<file path="src/hdl/ipsc_pkg.sv">
`timescale 1ns / 1ps
// ipsc_pkg: shared widths, constants and types of the incremental pid speed control core
// no dependencies; imported by every module of the block

package ipsc_pkg;

  // field and datapath widths
  localparam int SPEED_BITS  = 12;
  localparam int ACC_BITS    = 48;
  localparam int TARGET_BITS = 12;
  localparam int GAIN_BITS   = 16;
  localparam int DRIVE_BITS  = 7;
  localparam int ERR_BITS    = ((SPEED_BITS > TARGET_BITS) ? SPEED_BITS : TARGET_BITS) + 1;
  localparam int COEF_BITS   = GAIN_BITS + 6;
  localparam int PROD_BITS   = COEF_BITS + ERR_BITS;
  localparam int DELTA_BITS  = PROD_BITS + 2;
  localparam int SUM_BITS    = ((ACC_BITS > DELTA_BITS) ? ACC_BITS : DELTA_BITS) + 1;
  localparam int FRAC_BITS   = 8;

  // stream word widths, whole bytes
  localparam int IN_DATA_BITS  = ((SPEED_BITS + 7) / 8) * 8;
  localparam int OUT_DATA_BITS = ((DRIVE_BITS + 7) / 8) * 8;

  // configuration port
  localparam int CFG_ADDR_BITS = 2;
  localparam int CFG_DATA_BITS = GAIN_BITS;

  typedef enum logic [CFG_ADDR_BITS-1:0] {
    REG_TARGET = 2'd0,
    REG_PROP   = 2'd1,
    REG_INTEG  = 2'd2,
    REG_DERIV  = 2'd3
  } cfg_reg_t;

  localparam logic [TARGET_BITS-1:0] TARGET_RESET = TARGET_BITS'(550);

  // divide by ten through the reciprocal 52429 / 2^19, exact below 2^18
  localparam int INTEG_RND_BITS = GAIN_BITS + 1;
  localparam logic [INTEG_RND_BITS-1:0] TENTH_ROUND = INTEG_RND_BITS'(5);
  localparam logic [15:0] RECIP_TEN   = 16'd52429;
  localparam int          RECIP_SHIFT = 19;
  localparam int          RECIP_PROD_BITS = INTEG_RND_BITS + 16;

  // accumulator limits and output clamp
  localparam logic signed [ACC_BITS-1:0] ACC_MAX = {1'b0, {(ACC_BITS-1){1'b1}}};
  localparam logic signed [ACC_BITS-1:0] ACC_MIN = {1'b1, {(ACC_BITS-1){1'b0}}};
  localparam logic signed [ACC_BITS-1:0] DRIVE_LIMIT_RAW = ACC_BITS'(100 * 256);
  localparam logic [DRIVE_BITS-1:0] DRIVE_MAX = DRIVE_BITS'(100);
  localparam logic [DRIVE_BITS-1:0] DRIVE_NEG = DRIVE_BITS'(40);

  // velocity-form coefficients, all with 8 fraction bits
  typedef struct packed {
    logic signed [COEF_BITS-1:0] c0;
    logic signed [COEF_BITS-1:0] c1;
    logic signed [COEF_BITS-1:0] c2;
  } coef_t;

endpackage

</file>
<file path="src/hdl/ipsc_regs.sv">
`timescale 1ns / 1ps
// ipsc_regs: configuration registers and registered pid coefficients
// depends on ipsc_pkg

module ipsc_regs
  import ipsc_pkg::*;
(
  input  logic                     clk,
  input  logic                     rst_n,
  input  logic                     cfg_wr_en,
  input  logic [CFG_ADDR_BITS-1:0] cfg_addr,
  input  logic [CFG_DATA_BITS-1:0] cfg_wdata,
  output logic [TARGET_BITS-1:0]   target_speed,
  output coef_t                    coef
);

  logic [TARGET_BITS-1:0] target_r;
  logic [GAIN_BITS-1:0]   kp_r;
  logic [GAIN_BITS-1:0]   ki_r;
  logic [GAIN_BITS-1:0]   kd_r;
  coef_t                  coef_r;
  coef_t                  coef_nxt;

  logic [GAIN_BITS+3:0]       kd10;
  logic [INTEG_RND_BITS-1:0]  ki_rnd;
  logic [RECIP_PROD_BITS-1:0] ki_recip;
  logic [GAIN_BITS-3:0]       ki_tenth;

  always_ff @(posedge clk) begin
    if (!rst_n) begin
      target_r <= TARGET_RESET;
      kp_r     <= '0;
      ki_r     <= '0;
      kd_r     <= '0;
    end else if (cfg_wr_en) begin
      unique case (cfg_reg_t'(cfg_addr))
        REG_TARGET: target_r <= cfg_wdata[TARGET_BITS-1:0];
        REG_PROP:   kp_r     <= cfg_wdata[GAIN_BITS-1:0];
        REG_INTEG:  ki_r     <= cfg_wdata[GAIN_BITS-1:0];
        REG_DERIV:  kd_r     <= cfg_wdata[GAIN_BITS-1:0];
        default: ;
      endcase
    end
  end

  always_comb begin
    // 10*kd as shift-add
    kd10     = ({4'b0, kd_r} << 3) + ({4'b0, kd_r} << 1);
    // ki/10 rounded half up
    ki_rnd   = {1'b0, ki_r} + TENTH_ROUND;
    ki_recip = RECIP_PROD_BITS'(ki_rnd) * RECIP_PROD_BITS'(RECIP_TEN);
    ki_tenth = ki_recip[RECIP_SHIFT +: GAIN_BITS-2];

    coef_nxt.c0 = COEF_BITS'(kp_r) + COEF_BITS'(kd10);
    coef_nxt.c1 = COEF_BITS'(ki_tenth) - COEF_BITS'(kp_r) - COEF_BITS'({kd10, 1'b0});
    coef_nxt.c2 = COEF_BITS'(kd10);
  end

  always_ff @(posedge clk) begin
    if (!rst_n) begin
      coef_r <= '0;
    end else begin
      coef_r <= coef_nxt;
    end
  end

  assign target_speed = target_r;
  assign coef         = coef_r;

endmodule

</file>
<file path="src/hdl/incremental_pid_speed_control_core.sv">
`timescale 1ns / 1ps
// incremental_pid_speed_control_core: top level of the velocity-form pid speed controller
// depends on ipsc_pkg and ipsc_regs

// One speed sample in, one drive word out. The core is a six-register pipeline
// (input, error, products, increment, accumulator, output) that takes a new word
// every cycle unless the output stalls. The accepting edge loads the input
// register, and the word then passes the error, product, increment, accumulator
// and output registers before out_tvalid rises. The throughput of one word per
// cycle, unstalled, is set by the accumulator stage, where the saturating add into
// the prior output closes its loop through its own register; the error history
// shifts in the error stage the same way. Each stage has its own valid bit and
// moves whenever the stage after it is free, so back pressure on the output fills
// the pipeline before in_tready drops. Gains are unsigned Q8.8, the accumulator is
// signed with 8 fraction bits and saturates at its width. The drive is 100 when the
// sum is above 100.0, 40 when the sum is negative, and the integer part of the sum
// otherwise. The user must write gains and setpoint on the cfg port only while no
// word is in flight; the core does not enforce this. The derived coefficients are
// registered in the cycle after a write, before any new word needs them.

module incremental_pid_speed_control_core
  import ipsc_pkg::*;
(
  input  logic                     clk,
  input  logic                     rst_n,
  // input stream
  input  logic                     in_tvalid,
  output logic                     in_tready,
  input  logic [IN_DATA_BITS-1:0]  in_tdata,   // [SPEED_BITS-1:0] measured_speed
  // result stream
  output logic                     out_tvalid,
  input  logic                     out_tready,
  output logic [OUT_DATA_BITS-1:0] out_tdata,  // [6:0] drive_level
  // configuration writes
  input  logic                     cfg_wr_en,
  input  logic [CFG_ADDR_BITS-1:0] cfg_addr,
  input  logic [CFG_DATA_BITS-1:0] cfg_wdata
);

  localparam int STAGES = 6;

  logic [TARGET_BITS-1:0] target_speed;
  coef_t                  coef;

  // per-stage valid and free flags, stage 0 is the input register
  logic [STAGES-1:0] vld_r;
  logic [STAGES-1:0] vld_nxt;
  logic [STAGES-1:0] free;

  // stage 0: input sample
  logic [SPEED_BITS-1:0] speed_r;

  // stage 1: error and history, the register shifts on every load
  logic signed [ERR_BITS-1:0] e0_r, e1_r, e2_r;
  logic signed [ERR_BITS-1:0] e0_nxt;

  // stage 2: products
  logic signed [PROD_BITS-1:0] p0_r, p1_r, p2_r;
  logic signed [PROD_BITS-1:0] p0_nxt, p1_nxt, p2_nxt;

  // stage 3: increment
  logic signed [DELTA_BITS-1:0] delta_r;
  logic signed [DELTA_BITS-1:0] delta_nxt;

  // stage 4: accumulator (prior output)
  logic signed [ACC_BITS-1:0] prior_r;
  logic signed [ACC_BITS-1:0] prior_nxt;
  logic signed [SUM_BITS-1:0] sum_wide;

  // stage 5: output drive
  logic [DRIVE_BITS-1:0] drive_r;
  logic [DRIVE_BITS-1:0] drive_nxt;

  ipsc_regs u_regs (
    .clk          (clk),
    .rst_n        (rst_n),
    .cfg_wr_en    (cfg_wr_en),
    .cfg_addr     (cfg_addr),
    .cfg_wdata    (cfg_wdata),
    .target_speed (target_speed),
    .coef         (coef)
  );

  // a stage is free when empty or when the stage after it moves
  always_comb begin
    free[STAGES-1] = !vld_r[STAGES-1] || out_tready;
    for (int i = STAGES - 2; i >= 0; i--) begin
      free[i] = !vld_r[i] || free[i+1];
    end
  end

  assign in_tready = free[0];

  always_comb begin
    vld_nxt[0] = free[0] ? in_tvalid : vld_r[0];
    for (int i = 1; i < STAGES; i++) begin
      vld_nxt[i] = free[i] ? vld_r[i-1] : vld_r[i];
    end
  end

  always_ff @(posedge clk) begin
    if (!rst_n) begin
      vld_r <= '0;
    end else begin
      vld_r <= vld_nxt;
    end
  end

  // datapath next values
  always_comb begin
    // error against the setpoint
    e0_nxt = ERR_BITS'(target_speed) - ERR_BITS'(speed_r);

    // one multiplier per term, operands sign-extended to product width
    p0_nxt = PROD_BITS'(coef.c0) * PROD_BITS'(e0_r);
    p1_nxt = PROD_BITS'(coef.c1) * PROD_BITS'(e1_r);
    p2_nxt = PROD_BITS'(coef.c2) * PROD_BITS'(e2_r);

    delta_nxt = DELTA_BITS'(p0_r) + DELTA_BITS'(p1_r) + DELTA_BITS'(p2_r);

    // saturating add into the accumulator
    sum_wide = SUM_BITS'(prior_r) + SUM_BITS'(delta_r);
    if (sum_wide > SUM_BITS'(ACC_MAX)) begin
      prior_nxt = ACC_MAX;
    end else if (sum_wide < SUM_BITS'(ACC_MIN)) begin
      prior_nxt = ACC_MIN;
    end else begin
      prior_nxt = sum_wide[ACC_BITS-1:0];
    end

    // drive clamp on the stored sum
    if (prior_r > DRIVE_LIMIT_RAW) begin
      drive_nxt = DRIVE_MAX;
    end else if (prior_r[ACC_BITS-1]) begin
      drive_nxt = DRIVE_NEG;
    end else begin
      drive_nxt = prior_r[FRAC_BITS +: DRIVE_BITS];
    end
  end

  // payload registers, no reset
  always_ff @(posedge clk) begin
    if (free[0] && in_tvalid) begin
      speed_r <= in_tdata[SPEED_BITS-1:0];
    end
    if (free[2] && vld_r[1]) begin
      p0_r <= p0_nxt;
      p1_r <= p1_nxt;
      p2_r <= p2_nxt;
    end
    if (free[3] && vld_r[2]) begin
      delta_r <= delta_nxt;
    end
    if (free[5] && vld_r[4]) begin
      drive_r <= drive_nxt;
    end
  end

  // controller state: error history and prior output
  always_ff @(posedge clk) begin
    if (!rst_n) begin
      e0_r    <= '0;
      e1_r    <= '0;
      e2_r    <= '0;
      prior_r <= '0;
    end else begin
      if (free[1] && vld_r[0]) begin
        e0_r <= e0_nxt;
        e1_r <= e0_r;
        e2_r <= e1_r;
      end
      if (free[4] && vld_r[3]) begin
        prior_r <= prior_nxt;
      end
    end
  end

  assign out_tvalid = vld_r[STAGES-1];
  assign out_tdata  = OUT_DATA_BITS'(drive_r);

endmodule

</file>
<file path="config.mk">
export PLATFORM = sky130hd
export DESIGN_NAME = incremental_pid_speed_control_core
export DESIGN_NICKNAME = d
export VERILOG_FILES = /design/src/hdl/ipsc_pkg.sv /design/src/hdl/ipsc_regs.sv /design/src/hdl/incremental_pid_speed_control_core.sv
export SDC_FILE = /design/constraint.sdc
export NUM_CORES = 2
export LEC_CHECK = 0
export BUFFER_PORTS_ARGS = -buffer_cell sky130_fd_sc_hd__clkbuf_2
export CORE_UTILIZATION = 50
export CTS_CLUSTER_DIAMETER = 100
export DETAILED_ROUTE_END_ITERATION = 16
export PLACE_DENSITY = 0.66
export SYNTH_ARGS = -nofsm -noshare
export SYNTH_HDL_FRONTEND = slang
export SYNTH_SLANG_ARGS = --single-unit
</file>
<file path="constraint.sdc">
create_clock -name clk -period 12.31 [get_ports clk]
set_clock_uncertainty 0.15 [all_clocks]
set_input_delay 0 -clock clk [delete_from_list [all_inputs] [get_ports clk]]
set_output_delay 0 -clock clk [all_outputs]
set_load 0.03 [all_outputs]
</file>
Yosys cells after proc, flatten, opt, wreduce, memory -nomap -nowiden
Index checks and enable logic that the tools add are counted.

operators by class
  $add $sub $neg = 9
  multiply operators = 4
  order comparisons = 3
  eq/ne operators = 3
  multiplexer cells = 3
  reduce and logical (&&, ||, !) cells = 24

operators with widths
  kind                                                   count
  2-to-1 mux 48 bit                                      2
  multiplier 22 x 13 -> 35 bit                           2
  adder 48 x 37 -> 49 bit                                1
  > comparator 49 x 48 -> 1 bit (second input constant)  1
  < comparator 49 x 48 -> 1 bit (second input constant)  1
  > comparator 48 x 16 -> 1 bit (second input constant)  1
  adder 36 x 35 -> 37 bit                                1
  adder 35 x 35 -> 36 bit                                1
  multiplier 21 x 13 -> 34 bit                           1
  multiplier 17 x 16 -> 33 bit (second input constant)   1
  subtractor 22 x 21 -> 22 bit                           1
  adder 16 x 20 -> 21 bit                                1
  adder 19 x 17 -> 20 bit                                1
  adder 16 x 3 -> 17 bit (second input constant)         1
  subtractor 14 x 16 -> 17 bit                           1
  subtractor 12 x 12 -> 13 bit                           1
  AND reduction 2 bit                                    4
  2-to-1 mux 7 bit                                       1
  logical AND 1 bit                                      6
  logical NOT 1 bit                                      6
  logical OR 1 bit                                       6
  == test 2 bit (second input constant)                  2
  == test 2 x 1 -> 1 bit (second input constant)         1
  logical NOT 2 bit                                      1
  OR reduction 2 bit                                     1

storage, ports and cells
  register bits = 377
  bits of input ports = 39
  output and inout bits = 10

Depth between registers and ports, before layout
  depth after elaboration = 8
  mapped depth = 48
  gate-level depth less buffers = 48

By module
From an unflattened synthesis, not the netlist that was laid out.

unflattened totals
  cells, all modules = 5861
  area, all modules = 54594.9 um2

modules (own cells, without submodules)
  module                              times used  cells an instance  area an instance (um2)  seq. area each (um2)
  incremental_pid_speed_control_core  1           4519               43147.6                 6696.4
  ipsc_regs                           1           1342               11447.2                 2442.3

Worst setup path after synthesis
Ideal clock, no wire load.

  kind = flip-flop to flip-flop
  start = reg u_regs.ki_r[3]
  end = reg u_regs.coef_r, in the netlist u_regs.coef[43]
  data arrival time = 9.368 ns
  setup slack = 2.665 ns
  stages on the path, launching flop included = 43
  path buffers = 0
  clock period less this slack = 9.645 ns
  cells stage by stage = dfxtp_1 > and3_1 > and3_1 > nand3_1 > nor2_1 > nand3_1 > xnor2_1 > ha_1 > ha_1 > inv_1 > fa_1 > inv_1 > fa_1 > fa_1 > inv_1 > fa_1 > inv_1 > ha_1 > [7 not listed] > a31oi_1 > a21oi_1 > o21bai_1 > xor2_1 > ha_1 > or3_1 > a211o_1 > a31o_2 > a21o_1 > xnor2_1 > ha_1 > nor3_1 > or2_2 > a2111oi_0 > or3_1 > a21oi_1 > xnor2_1 > nor2_1

between the ends
  longest elaborated chain between the ends = 4

ends and longest elaborated chain
  item                          RTL line         source
  start: declaration            ipsc_regs.sv:19  logic [GAIN_BITS-1:0] ki_r;
  start signal: assignment      ipsc_regs.sv:39  REG_INTEG: ki_r <= cfg_wdata[GAIN_BITS-1:0];
  adder 16 x 3 -> 17 bit        ipsc_regs.sv:50  ki_rnd = {1'b0, ki_r} + TENTH_ROUND;
  multiplier 17 x 16 -> 33 bit  ipsc_regs.sv:51  ki_recip = RECIP_PROD_BITS'(ki_rnd) * RECIP_PROD_BITS'(RECIP_TEN);
  subtractor 14 x 16 -> 17 bit  ipsc_regs.sv:55  coef_nxt.c1 = COEF_BITS'(ki_tenth) - COEF_BITS'(kp_r) - COEF_BITS'({kd10, 1'b0});
  subtractor 22 x 21 -> 22 bit  ipsc_regs.sv:55
  end signal: assignment        ipsc_regs.sv:63  coef_r <= coef_nxt;
  end: declaration              ipsc_regs.sv:21  coef_t coef_r;

Every way passes these cells.
A chain may end at the register's enable or synchronous reset.

Worst setup path after layout
  start = reg u_regs.ki_r[4]
  end = reg u_regs.coef_r, in the netlist u_regs.coef[43]

Same word-level chain as after synthesis.

==> metrics.csv <==
stage;metric;value;unit
final_layout;post-route cell area;0.05523;mm²
final_layout;layout cells sized above 1;0.04134;
setup_path;Max Fanout on Critical Path;5;
synthesis;asr flop ratio synth;0;
setup_path;CP most frequent cell;a21o_1;
power;pwr dens;80.80;mW/mm²
routing;DRT iter0 DRCs;2124;
routing;DRT Wirelength;123300;µm
routing;via count;37330;
timing;final period utilization;0.8766;
final_layout;post-layout util;0.5405;
global_routing;global-route wire length before repair;205100;µm
clocking;clk_lat worst skew;0.59;ns
die;Top-Level Pins;49;
timing;setup TNS;0;ns
clocking;clock buffer depth;3;
synthesis;area leader, netlist;fa_1;
timing;# setup viols final;0;
setup_path;slowest cell delay on critical path;0.71;ns
clocking;CTS root buffer;clkbuf_16;
final_layout;Finished Layout Cells;6932;
die;Die ar.;0.1048;mm²
timing;RSZ-0062 raised after global routing;no;
setup_path;critical path class;reg -> reg;
place;hpwl dp;97320;µm
final_layout;leading cell type in the layout, fill and taps excluded;inv_1;
place;Cell Area, Placed;0.05315;mm²
clocking;CTS sink cnt;374;
global_routing;Total GRT Usage;0.2466;
routing;vias per inst;5.386;
run_status;status;completed;
final_layout;final net count;6948;
global_routing;grt total ovfl;0;
synthesis;synthesized area per cell;9.301;µm²
die;Initial Utilization;0.5064;
routing;router iterations before antenna repair;6;
routing;DRT antenna net count;0;
clocking;TritonCTS buffer count;46;
timing;fmax;0.09268;GHz
setup_path;startpoint types;flip-flop;
clocking;H-tree levels;2;
timing;final hold vios;0;
die;die height;323.7;µm
synthesis;Main synth FF type;dfxtp_1;
routing;WL per Instance;17.78;µm
power;VDD IR-drop max;0.09849;mV
synthesis;largest cells by area after synthesis;fa_1 (30%), ha_1 (14%), edfxtp_1 (9.2%);
timing;Worst Tran Pin Value;1.205;ns
synthesis;FF+latch count, synth;374;
die;Die Wd;323.7;µm
setup_path;CP Data Required Time;12.60;ns
clocking;CTS tree;done;
synthesis;Mapped Area;0.05174;mm²
place;GPL Wtd Cong;0.9173;
synthesis;Netlist cell types;88;
synthesis;number of enable flip-flop cells after synthesis;159;
min_path;Hold/Removal Path Class;in -> reg;
final_layout;commonest cells after routing, fill and taps aside;inv_1 (903), fa_1 (784), nand2_1 (764), ha_1 (597), a21oi_1 (316);
timing;Slew Viols, Final;0;
timing;post-layout min period;10.79;ns
setup_path;critical path's slowest cell;xnor2_1;
power;Pleak;26.27;nW
global_routing;vias in the first global route;39110;
final_layout;Fillers;9279;
synthesis;Synth warnings;0;
setup_path;crit path DAT;11.08;ns
synthesis;sequential area share after synthesis;0.1755;
timing;Slew HR;0.1954;
die;Core Area;0.1022;mm²
global_routing;largest net degree at the start of global routing;89;
final_layout;Area growth syn-to-layout;6.737;%
setup_path;setup slack, reg-to-reg;1.52;ns
clocking;Clock transition at path regs;0.06;ns
global_routing;antenna violations before repair;7;
synthesis;Mapped Cells;5563;
place;post-placement cell count;6794;
synthesis;post-synth top area share;0.3033;
place;Buffers on Ports;43;
die;row count;117;
routing;post-route DRC violation count;0;
setup_path;CP endpoint kind;flip-flop;
job;Max Cap Viol;0;
## metrics by stage
step                      hold slack, ns  worst slack (ns)  total power, mW
after floorplan                 -0.05113             2.665            2.655
after CTS                        0.04929             1.504            4.487
final                            0.06548             1.520            4.462
after detailed placement         0.02860             1.571            3.077
after global routing             0.07886            0.8605            4.763
after global placement           0.02815             1.638            3.050
## critical path, delay by kind of cell (launching register included)
family	cells	cell delay [ns]
adder cells (fa/ha/maj)	9	3.51
AO/OA/AOI/OAI	15	3.27
AND/OR/NAND/NOR	10	1.88
XOR/XNOR	4	1.21
flip-flops	1	0.44
buffers and inverters	4	0.20
## sequential cells by signal, indices dropped and copies added, names as in the netlist, 13 cells and up
register	count
p0_r	35
e1_r	13
p2_r	33
p1_r	35
e2_r	13
u_regs.kp_r	16
u_regs.kd_r	16
e0_r	13
prior_r	48
delta_r	37
u_regs.ki_r	16
u_regs.coef	62
## synthesized netlist by cell type (33+ instances only)
| master | n |
|---|---|
| edfxtp_1 | 159 |
| nand3_1 | 55 |
| and2_1 | 299 |
| ha_1 | 597 |
| fa_1 | 784 |
| clkbuf_1 | 210 |
| nor2b_1 | 40 |
| xor2_1 | 84 |
| nand2_1 | 764 |
| a21o_1 | 105 |
| nand2b_1 | 90 |
| xnor2_1 | 177 |
| nor3_1 | 47 |
| inv_1 | 903 |
| nor2_1 | 192 |
| o21ai_0 | 126 |
| a21oi_1 | 316 |
| o21bai_1 | 33 |
| dfxtp_1 | 215 |
## power by group
part	leakage [nW]	switching, mW	internal (mW)
logic	22.3	0.840	0.628
clock network	0.745	0.570	0.813
registers	3.27	0.223	1.39
## layer usage
metal / vias up / share of wire / global-route usage
li1: 17680 / - / -
met1: 18620 / 0.44 / 0.3245
met2: 849 / 0.49 / 0.4326
met3: 181 / 0.042 / 0.02410
met4: 2 / 0.027 / 0.06562
met5: - / 0.000057 / 0
## path summary, 6_finish.rpt
| check | cells after the start | start | end |
|---|---|---|---|
| min | 4 | in_tvalid | vld_r[0] |
| max | 42 | u_regs.ki_r[4] | u_regs.coef[43] |
| min reg2reg | 2 | e1_r[1] | e1_r[1] |
| max reg2reg | 42 | u_regs.ki_r[4] | u_regs.coef[43] |
## area by class of cell
cell class / count / area, µm² / share of cell area
diodes: 1 / 2.502 / 0.00004531
multi-input cells: 4066 / 38460 / 0.6963
inverters: 904 / 3396 / 0.06149
flip-flops and latches: 374 / 9079 / 0.1644
well taps: 1368 / 1712 / 0.03099
clock inverters: 24 / 282.8 / 0.005120
clock buffers: 59 / 1251 / 0.02266
repair buffers: 136 / 1049 / 0.01899
## kinds of logic (layout without fill, tap and decap cells)
group,count (synthesis),count (layout),share of synthesized area
mux,2,2,0.0004111
buf+inv,1124,1123,0.08190
simple gates,1605,1605,0.1466
compound gates,773,773,0.09472
fa+ha+maj,1422,1422,0.4564
other cells,1,3,0.00007247
flops,374,374,0.1755
xor+xnor,262,262,0.04449
## what timing repair did
action	in CTS	in global routing
hold endpoints to repair	117	0
hold buffers	54	0
gates resized for setup	0	0
buffers inserted	0	0
(Power assumes the default switching activity.)
